## config.mk

```make
export PLATFORM = sky130hd
export DESIGN_NAME = echo_pulse_capture_proximity_alarm_flat
export DESIGN_NICKNAME = d
export VERILOG_FILES = /design/src/rtl/core/epcpa_pkg.sv /design/src/rtl/core/epcpa_ifs.sv /design/src/rtl/core/epcpa_capture.sv /design/src/rtl/core/echo_pulse_capture_proximity_alarm.sv /design/src/flat_wrapper.sv
export VERILOG_INCLUDE_DIRS = /design/src /design/src/rtl/core
export SDC_FILE = /design/constraint.sdc
export NUM_CORES = 1
export LEC_CHECK = 0
export BUFFER_PORTS_ARGS = -buffer_cell sky130_fd_sc_hd__buf_2
export CORE_MARGIN = 2
export CORE_UTILIZATION = 62
export CTS_CLUSTER_SIZE = 12
export DETAILED_ROUTE_END_ITERATION = 6
export PLACE_DENSITY = 0.85
export SLEW_MARGIN = 0
export SYNTH_ARGS = -nofsm -noshare
export SYNTH_HDL_FRONTEND = slang
export SYNTH_SLANG_ARGS = --single-unit
export TNS_END_PERCENT = 10
```

## constraint.sdc

```tcl
create_clock -name clk_i -period 4.9 [get_ports clk_i]
set_input_delay 0.735 -clock clk_i [delete_from_list [all_inputs] [get_ports clk_i]]
set_output_delay 0.735 -clock clk_i [all_outputs]
set_load 0.05 [all_outputs]
```

## src/rtl/core/echo_pulse_capture_proximity_alarm_defines.svh

```systemverilog
// Assertion macros for the echo pulse capture block.
// Each macro expects clk_i and rst_ni in the scope where it is used.
`ifndef ECHO_PULSE_CAPTURE_PROXIMITY_ALARM_DEFINES_SVH
`define ECHO_PULSE_CAPTURE_PROXIMITY_ALARM_DEFINES_SVH

`ifndef SYNTH

`define EPCPA_ASSERT(label, prop) \
  label: assert property (@(posedge clk_i) disable iff (!rst_ni) (prop)) \
    else $error("epcpa assertion failed");

`define EPCPA_ASSERT_NEXT(label, ante, cons) \
  label: assert property (@(posedge clk_i) disable iff (!rst_ni) (ante) |=> (cons)) \
    else $error("epcpa assertion failed");

`define EPCPA_ASSERT_SAME(label, ante, cons) \
  label: assert property (@(posedge clk_i) disable iff (!rst_ni) (ante) |-> (cons)) \
    else $error("epcpa assertion failed");

`else

`define EPCPA_ASSERT(label, prop)

`define EPCPA_ASSERT_NEXT(label, ante, cons)

`define EPCPA_ASSERT_SAME(label, ante, cons)

`endif

`endif

```

## src/rtl/core/epcpa_pkg.sv

```systemverilog
package epcpa_pkg;

  localparam int unsigned CountW = 16;
  localparam int unsigned OvfW   = 6;
  localparam int unsigned WidthW = OvfW + CountW;
  localparam int unsigned CfgIdxW = 1;

  localparam logic [OvfW-1:0]   OVF_MAX     = 6'h3F;
  localparam logic [CountW-1:0] COUNT_MAX   = 16'hFFFF;
  localparam logic [WidthW-1:0] NEAR_RESET  = 22'd59;
  localparam logic [WidthW-1:0] ALARM_RESET = 22'd588;

  // function codes of an input word
  localparam logic FUNC_EVENT = 1'b0;
  localparam logic FUNC_READ  = 1'b1;

  // configuration register indexes
  localparam logic [CfgIdxW-1:0] CFG_NEAR_LIMIT  = 1'b0;
  localparam logic [CfgIdxW-1:0] CFG_ALARM_LIMIT = 1'b1;

  typedef enum logic [1:0] {
    ZONE_NONE  = 2'd0,
    ZONE_NEAR  = 2'd1,
    ZONE_ALARM = 2'd2,
    ZONE_FAR   = 2'd3
  } zone_e;

  typedef struct packed {
    logic              func;
    logic              overflow_event;
    logic              edge_event;
    logic [CountW-1:0] capture_count;
  } item_t;

  typedef struct packed {
    logic              measure_done;
    logic [WidthW-1:0] pulse_width;
    zone_e             zone;
    logic              alarm_on;
    logic              waiting_fall;
  } result_t;

endpackage

```

## src/rtl/core/epcpa_ifs.sv

```systemverilog
interface epcpa_in_if;
  import epcpa_pkg::*;

  logic              valid;
  logic              ready;
  logic              func;
  logic              overflow_event;
  logic              edge_event;
  logic [CountW-1:0] capture_count;

  modport source (
    output valid, func, overflow_event, edge_event, capture_count,
    input  ready
  );

  modport sink (
    input  valid, func, overflow_event, edge_event, capture_count,
    output ready
  );
endinterface

interface epcpa_out_if;
  import epcpa_pkg::*;

  logic              valid;
  logic              ready;
  logic              measure_done;
  logic [WidthW-1:0] pulse_width;
  logic [1:0]        zone;
  logic              alarm_on;
  logic              waiting_fall;

  modport source (
    output valid, measure_done, pulse_width, zone, alarm_on, waiting_fall,
    input  ready
  );

  modport sink (
    input  valid, measure_done, pulse_width, zone, alarm_on, waiting_fall,
    output ready
  );
endinterface

```

## src/rtl/core/epcpa_capture.sv

```systemverilog
module epcpa_capture (
  input  logic                          clk_i,
  input  logic                          rst_ni,
  input  logic                          fire_i,
  input  epcpa_pkg::item_t              item_i,
  input  logic [epcpa_pkg::WidthW-1:0]  near_limit_i,
  input  logic [epcpa_pkg::WidthW-1:0]  alarm_limit_i,
  output epcpa_pkg::result_t            result_o
);
  import epcpa_pkg::*;

  logic              done_q, done_d;
  logic              capt_q, capt_d;
  logic [OvfW-1:0]   ovf_q, ovf_d;
  logic [CountW-1:0] held_q, held_d;
  logic              alarm_q, alarm_d;
  logic [WidthW-1:0] width_cur;

  assign width_cur = {ovf_q, held_q};

  always_comb begin
    done_d = done_q;
    capt_d = capt_q;
    ovf_d  = ovf_q;
    held_d = held_q;
    alarm_d = alarm_q;
    result_o = '0;
    result_o.zone = ZONE_NONE;

    if (item_i.func == FUNC_EVENT) begin
      // a finished capture ignores further timer events
      if (!done_q) begin
        if (item_i.overflow_event && capt_q) begin
          if (ovf_q == OVF_MAX) begin
            done_d = 1'b1;
            held_d = COUNT_MAX;
          end else begin
            ovf_d = ovf_q + OvfW'(1);
          end
        end
        if (item_i.edge_event && !done_d) begin
          if (capt_q) begin
            done_d = 1'b1;
            held_d = item_i.capture_count;
          end else begin
            ovf_d  = '0;
            held_d = '0;
            capt_d = 1'b1;
          end
        end
      end
      result_o.measure_done = done_d;
      if (done_d) begin
        result_o.pulse_width = {ovf_d, held_d};
      end
    end else begin
      result_o.measure_done = done_q;
      if (done_q) begin
        result_o.pulse_width = width_cur;
        // near limit has priority when the limits are out of order
        if (width_cur < near_limit_i) begin
          result_o.zone = ZONE_NEAR;
          alarm_d = 1'b0;
        end else if (width_cur < alarm_limit_i) begin
          result_o.zone = ZONE_ALARM;
          alarm_d = 1'b1;
        end else begin
          result_o.zone = ZONE_FAR;
          alarm_d = 1'b0;
        end
      end
      done_d = 1'b0;
      capt_d = 1'b0;
      ovf_d  = '0;
    end

    result_o.alarm_on     = alarm_d;
    result_o.waiting_fall = capt_d && !done_d;
  end

  always_ff @(posedge clk_i or negedge rst_ni) begin
    if (!rst_ni) begin
      done_q  <= 1'b0;
      capt_q  <= 1'b0;
      ovf_q   <= '0;
      held_q  <= '0;
      alarm_q <= 1'b0;
    end else if (fire_i) begin
      done_q  <= done_d;
      capt_q  <= capt_d;
      ovf_q   <= ovf_d;
      held_q  <= held_d;
      alarm_q <= alarm_d;
    end
  end

endmodule

```

## src/rtl/core/echo_pulse_capture_proximity_alarm.sv

```systemverilog
// Channel  Dir  Word fields
// evt_i    in   func, overflow_event, edge_event, capture_count[15:0]
// res_o    out  measure_done, pulse_width[21:0], zone[1:0], alarm_on, waiting_fall
// cfg      in   cfg_we_i, cfg_idx_i (0 near_limit, 1 alarm_limit), cfg_data_i[21:0]
//
// One word per cycle while res_o is not stalled; each word passes through the input
// register and then sits in the result register.
// The capture state updates as a word moves from input to result register.
// Reset clears the capture state and the alarm; limits return to 59 and 588.
// A stalled result holds the input register; evt_i.ready drops only then.
`include "echo_pulse_capture_proximity_alarm_defines.svh"

module echo_pulse_capture_proximity_alarm (
  input  logic                           clk_i,
  input  logic                           rst_ni,
  epcpa_in_if.sink                       evt_i,
  epcpa_out_if.source                    res_o,
  input  logic                           cfg_we_i,
  input  logic [epcpa_pkg::CfgIdxW-1:0]  cfg_idx_i,
  input  logic [epcpa_pkg::WidthW-1:0]   cfg_data_i
);
  import epcpa_pkg::*;

  logic [WidthW-1:0] near_limit_q;
  logic [WidthW-1:0] alarm_limit_q;

  logic    s1_valid_q;
  item_t   s1_item_q;
  logic    out_valid_q;
  result_t out_res_q;
  result_t calc_res;
  logic    s1_adv;
  logic    in_fire;

  assign s1_adv  = s1_valid_q && (!out_valid_q || res_o.ready);
  assign evt_i.ready = !s1_valid_q || s1_adv;
  assign in_fire = evt_i.valid && evt_i.ready;

  // configuration registers
  always_ff @(posedge clk_i or negedge rst_ni) begin
    if (!rst_ni) begin
      near_limit_q  <= NEAR_RESET;
      alarm_limit_q <= ALARM_RESET;
    end else if (cfg_we_i) begin
      case (cfg_idx_i)
        CFG_NEAR_LIMIT:  near_limit_q  <= cfg_data_i;
        CFG_ALARM_LIMIT: alarm_limit_q <= cfg_data_i;
        default: ;
      endcase
    end
  end

  // input register
  always_ff @(posedge clk_i or negedge rst_ni) begin
    if (!rst_ni) begin
      s1_valid_q <= 1'b0;
    end else if (evt_i.ready) begin
      s1_valid_q <= evt_i.valid;
    end
  end

  always_ff @(posedge clk_i) begin
    if (in_fire) begin
      s1_item_q.func           <= evt_i.func;
      s1_item_q.overflow_event <= evt_i.overflow_event;
      s1_item_q.edge_event     <= evt_i.edge_event;
      s1_item_q.capture_count  <= evt_i.capture_count;
    end
  end

  epcpa_capture u_capture (
    .clk_i         (clk_i),
    .rst_ni        (rst_ni),
    .fire_i        (s1_adv),
    .item_i        (s1_item_q),
    .near_limit_i  (near_limit_q),
    .alarm_limit_i (alarm_limit_q),
    .result_o      (calc_res)
  );

  // result register
  always_ff @(posedge clk_i or negedge rst_ni) begin
    if (!rst_ni) begin
      out_valid_q <= 1'b0;
    end else if (!out_valid_q || res_o.ready) begin
      out_valid_q <= s1_valid_q;
    end
  end

  always_ff @(posedge clk_i) begin
    if (s1_adv) begin
      out_res_q <= calc_res;
    end
  end

  assign res_o.valid        = out_valid_q;
  assign res_o.measure_done = out_res_q.measure_done;
  assign res_o.pulse_width  = out_res_q.pulse_width;
  assign res_o.zone         = out_res_q.zone;
  assign res_o.alarm_on     = out_res_q.alarm_on;
  assign res_o.waiting_fall = out_res_q.waiting_fall;

  `EPCPA_ASSERT_SAME(a_done_not_waiting, res_o.valid,
                     !(res_o.measure_done && res_o.waiting_fall))
  `EPCPA_ASSERT_SAME(a_zone_needs_done, res_o.valid && res_o.zone != ZONE_NONE,
                     res_o.measure_done)
  `EPCPA_ASSERT_SAME(a_width_zero_idle, res_o.valid && !res_o.measure_done,
                     res_o.pulse_width == '0)
  `EPCPA_ASSERT_NEXT(a_stall_holds_s1, s1_valid_q && !s1_adv, s1_valid_q)
  `EPCPA_ASSERT_SAME(a_adv_fills_out, s1_adv, !out_valid_q || res_o.ready)

endmodule
```

## src/flat_wrapper.sv

```systemverilog
// flat-port wrapper written by rule: the top's interface ports become plain ports
module echo_pulse_capture_proximity_alarm_flat import epcpa_pkg::*;
  (clk_i, rst_ni, cfg_we_i, cfg_idx_i, cfg_data_i, evt_i_valid, evt_i_func, evt_i_overflow_event, evt_i_edge_event, evt_i_capture_count, evt_i_ready, res_o_valid, res_o_measure_done, res_o_pulse_width, res_o_zone, res_o_alarm_on, res_o_waiting_fall, res_o_ready);
  epcpa_in_if evt_i_i ();
  epcpa_out_if res_o_i ();
  input  logic clk_i;
  input  logic rst_ni;
  input  logic cfg_we_i;
  input  logic [epcpa_pkg::CfgIdxW-1:0] cfg_idx_i;
  input  logic [epcpa_pkg::WidthW-1:0] cfg_data_i;
  input wire logic [$bits(evt_i_i.valid)-1:0] evt_i_valid;
  input wire logic [$bits(evt_i_i.func)-1:0] evt_i_func;
  input wire logic [$bits(evt_i_i.overflow_event)-1:0] evt_i_overflow_event;
  input wire logic [$bits(evt_i_i.edge_event)-1:0] evt_i_edge_event;
  input wire logic [$bits(evt_i_i.capture_count)-1:0] evt_i_capture_count;
  output wire logic [$bits(evt_i_i.ready)-1:0] evt_i_ready;
  output wire logic [$bits(res_o_i.valid)-1:0] res_o_valid;
  output wire logic [$bits(res_o_i.measure_done)-1:0] res_o_measure_done;
  output wire logic [$bits(res_o_i.pulse_width)-1:0] res_o_pulse_width;
  output wire logic [$bits(res_o_i.zone)-1:0] res_o_zone;
  output wire logic [$bits(res_o_i.alarm_on)-1:0] res_o_alarm_on;
  output wire logic [$bits(res_o_i.waiting_fall)-1:0] res_o_waiting_fall;
  input wire logic [$bits(res_o_i.ready)-1:0] res_o_ready;
  assign evt_i_i.valid = evt_i_valid;
  assign evt_i_i.func = evt_i_func;
  assign evt_i_i.overflow_event = evt_i_overflow_event;
  assign evt_i_i.edge_event = evt_i_edge_event;
  assign evt_i_i.capture_count = evt_i_capture_count;
  assign evt_i_ready = evt_i_i.ready;
  assign res_o_valid = res_o_i.valid;
  assign res_o_measure_done = res_o_i.measure_done;
  assign res_o_pulse_width = res_o_i.pulse_width;
  assign res_o_zone = res_o_i.zone;
  assign res_o_alarm_on = res_o_i.alarm_on;
  assign res_o_waiting_fall = res_o_i.waiting_fall;
  assign res_o_i.ready = res_o_ready;
  echo_pulse_capture_proximity_alarm u_core (.clk_i(clk_i), .rst_ni(rst_ni), .evt_i(evt_i_i), .res_o(res_o_i), .cfg_we_i(cfg_we_i), .cfg_idx_i(cfg_idx_i), .cfg_data_i(cfg_data_i));
endmodule
```

==> results.txt <==
Inserted Diodes: 0
First-pass GRT wire length: 21.6 mm
Hold Violations, Final: 0
Outcome: complete, no violations
Layout overhead on the synthesized area: 16.4%
H-Tree Level Count: 4
Worst slew margin: 19.0%
Post-route met1 wirelength: 5.33 mm
Depth of the worst register-to-register path: 5
Net Count, Synth: 590
Buffers from clock root to sink, at most: 2
Achievable frequency: 341 MHz
Synth Warn #: 0
Full die area: 0.0101 mm²
Reg-to-reg endpoint: u_core.res_o.pulse_width[2]
Most instantiated flip-flop cell in the synthesis netlist: dfrtp_1
Final min period: 2930 ps
Share of cells above drive strength 1: 26.9%
Remaining global-route overflow: 0
Worst-margin pin slew: 1210 ps
Share of async-settable or async-resettable flops after synthesis: 60.7%
Sequential fraction of design power: 42.5%
Met2 routed wirelength: 6.46 mm
Worst reg2reg setup slack: 1970 ps
Library cell used as clock root buffer: clkbuf_8
Post-route core utilization: 73.5%
Number of pins with negative max-slew slack in the final report: 0
Fraction of power spent switching nets: 33.9%
Clock net sink count: 117
Classification of the worst-slack hold path: input pin to flop
Aggregate negative setup slack: 0 ps
Type of element capturing the critical path: flop
Via count of the first global-routing pass: 4294
Routed wire length per instance: 18.8 µm
Lkg Pwr: 2.98 nW
Final wirelength: 13.1 mm
Library cell occupying the most area in the post-synthesis netlist: dfrtp_1
Number of nets in the layout: 664
First drt pass iteration count: 5
Setup repair after global routing missed its margin: no
DR DRC count: 0
Count of hold buffers inserted by post-cts repair: 0
Overall via count from detail_route: 4248
Initial standard-cell utilization of the core: 63.2%
Worst vdd rail ir drop: 0.000282 V
Clock transition at the registers of the reported paths: 60 ps
Rows: 35
Total clock buffers created by CTS: 17
Worst-Skew Late Latency: 520 ps
Cell-internal power: 2.11 mW
IO Pins: 76
Data arrival time of the critical path: 3290 ps
Iteration-0 DRC Markers: 333
Global-route total usage across every layer: 28.2%
Most common cell in the synthesized netlist: dfrtp_1
Die height: 100 µm
Setup Fix Bufs, Post-CTS: 0
Max-cap violations: 0
Per-cell via count in the routed design: 6.09
Clock share of power: 33.9%
CTS tree: built
Number of buffer cells added on primary ports: 75
Net Switching: 1.08 mW
Post-synth EDFFs: 46
Uppermost layer routed: met4
Worst setup path endpoint: u_core.res_o.pulse_width[2]
Mean post-synth cell area: 11.5 µm²
Global placer's final weighted congestion: 0.894
Total power divided by cell area: 478 mW/mm²
Yosys top cell area share: 27.0%
Final setup vio count: 0
Category of the most critical setup path: flop to flop
Number of distinct library cell variants in the gate-level netlist after synthesis: 50
Crit start category: flop
Cells after synthesis: 500
Cell area after synthesis: 0.00576 mm²
Critical Path Source: u_core.u_capture.capt_q
Clk_skew: 10.9 ps
Cell types with the highest counts after synthesis: 62 x dfrtp_1, 60 x nand2_1, 56 x a21oi_1
Antenna violations before repair: 0
Number of nets with antenna violations after routing: 0
Combinational cell fraction of total power: 23.6%
Width of the chip: 100 µm
Count of instances resized after the clock tree is built: 0
CP max FO: 23
Met3 wirelength from detailed routing: 921 µm
Register area share after synthesis: 55.1%
Largest net degree at the start of global routing: 72
CORE AREA: 0.00911 mm²
Number of fill cells: 591
Sum of net half-perimeters after detailed placement: 8.85 mm
Reg2reg start: u_core.u_capture.capt_q
Data required time at the worst endpoint: 5260 ps
Period utilisation layout: 59.8%
FF+latch count, synth: 117
Leading cell types by total area after synthesis: dfrtp_1 27%, edfxtp_1 24%, ha_1 9.3%
Worst hold slack: 382 ps
-- worst max-delay path: stages, from the launching register on --
cell and delay, ps:
dfrtp_1 860, and3_4 370, nand4_4 150, a211oi_2 1020, a21oi_1 130, a21oi_1 230
-- metrics by stage --
step | area (µm²) | power (mW) | setup slack (ps) | std cells
floorplan | 5760 | 1.87 | 2690 | 500
global placement | 6180 | 2.05 | 2420 | 666
detailed placement | 6180 | 2.11 | 2160 | 666
CTS | 6700 | 3.20 | 2080 | 698
global route | 6700 | 3.36 | 1850 | 698
finish | 6700 | 3.20 | 1970 | 698
-- state kept, by name, summed over array words and instances (netlist names) --
register                   cells
u_core.res_o.zone              2
u_core.near_limit_q           22
u_core.res_o.alarm_on          1
u_core.res_o.pulse_width      22
u_core.u_capture.alarm_q       1
u_core.alarm_limit_q          22
u_core.u_capture.ovf_q         6
u_core.s1_item_q              19
u_core.u_capture.capt_q        1
u_core.res_o.measure_done      1
u_core.u_capture.done_q        1
u_core.res_o.waiting_fall      1
u_core.u_capture.held_q       16
u_core.res_o.valid             1
u_core.s1_valid_q              1
-- power by group through the flow --
stage / Sequential [mW] / Combinational (mW) / Clock, mW
floorplan: 1.39 / 0.486 / 0
global placement: 1.36 / 0.685 / 0
detailed placement: 1.37 / 0.735 / 0
CTS: 1.36 / 0.749 / 1.09
global route: 1.38 / 0.844 / 1.14
finish: 1.36 / 0.755 / 1.08
-- worst min path at each step --
stage	from	end	slack (ps)	cells after the start
finish	evt_i_capture_count[1]	u_core.s1_item_q[1]	380	1
global route	evt_i_capture_count[1]	u_core.s1_item_q[1]	370	1
CTS	evt_i_capture_count[3]	u_core.s1_item_q[3]	370	1
detailed placement	u_core.s1_valid_q	u_core.res_o.valid	490	1
global placement	u_core.s1_valid_q	u_core.res_o.valid	480	1
floorplan	rst_ni	u_core.alarm_limit_q[0]	440	0
-- cells in the final DEF (no fill, tap or decap), types with 3 or more instances in the layout --
cell type and instances:
a2bb2oi_2 10, dfrtp_1 62, and2_1 5, o21ai_0 36, nand2b_1 6, nor2_1 9, clkinv_2 3, inv_6 3
a2bb2oi_1 6, clkinv_4 5, a22o_1 12, dfstp_2 9, a21oi_1 56, mux2_2 23, clkbuf_16 16, edfxtp_1 46
nand4_1 9, nand2_1 60, inv_1 46, buf_2 75, o221ai_1 3, ha_1 43
-- area by class of cell --
type                            count  area, µm²  area share [%]
Sequential cell                   117       3170            47.3
Multi-Input combinational cell    315       2300            34.4
Clock buffer                       17        414            6.18
Timing Repair Buffer               77        390            5.83
Inverter                           46        173            2.58
Tap cell                          111        139            2.07
Clock inverter                     15        108            1.61
-- kinds of logic after synthesis --
kind of cell,count (synthesis),share of synthesized area (%)
adders and majority gates,43,9.35
and+or+nand+nor,105,9.24
AOI/OAI and AO/OA,143,16.8
muxes,23,4.50
xor gates and xnor gates,1,0.152
buffers and inverters,68,4.93
DFF,117,55.1
-- layer usage --
layer / vias to the layer above / global-route usage, %
met3: 35 / 7.45
met4: 0 / 12.6
met2: 198 / 45.1
li1: 1957 / -
met5: - / 0
met1: 2058 / 36.5
(Power assumes the default switching activity.)
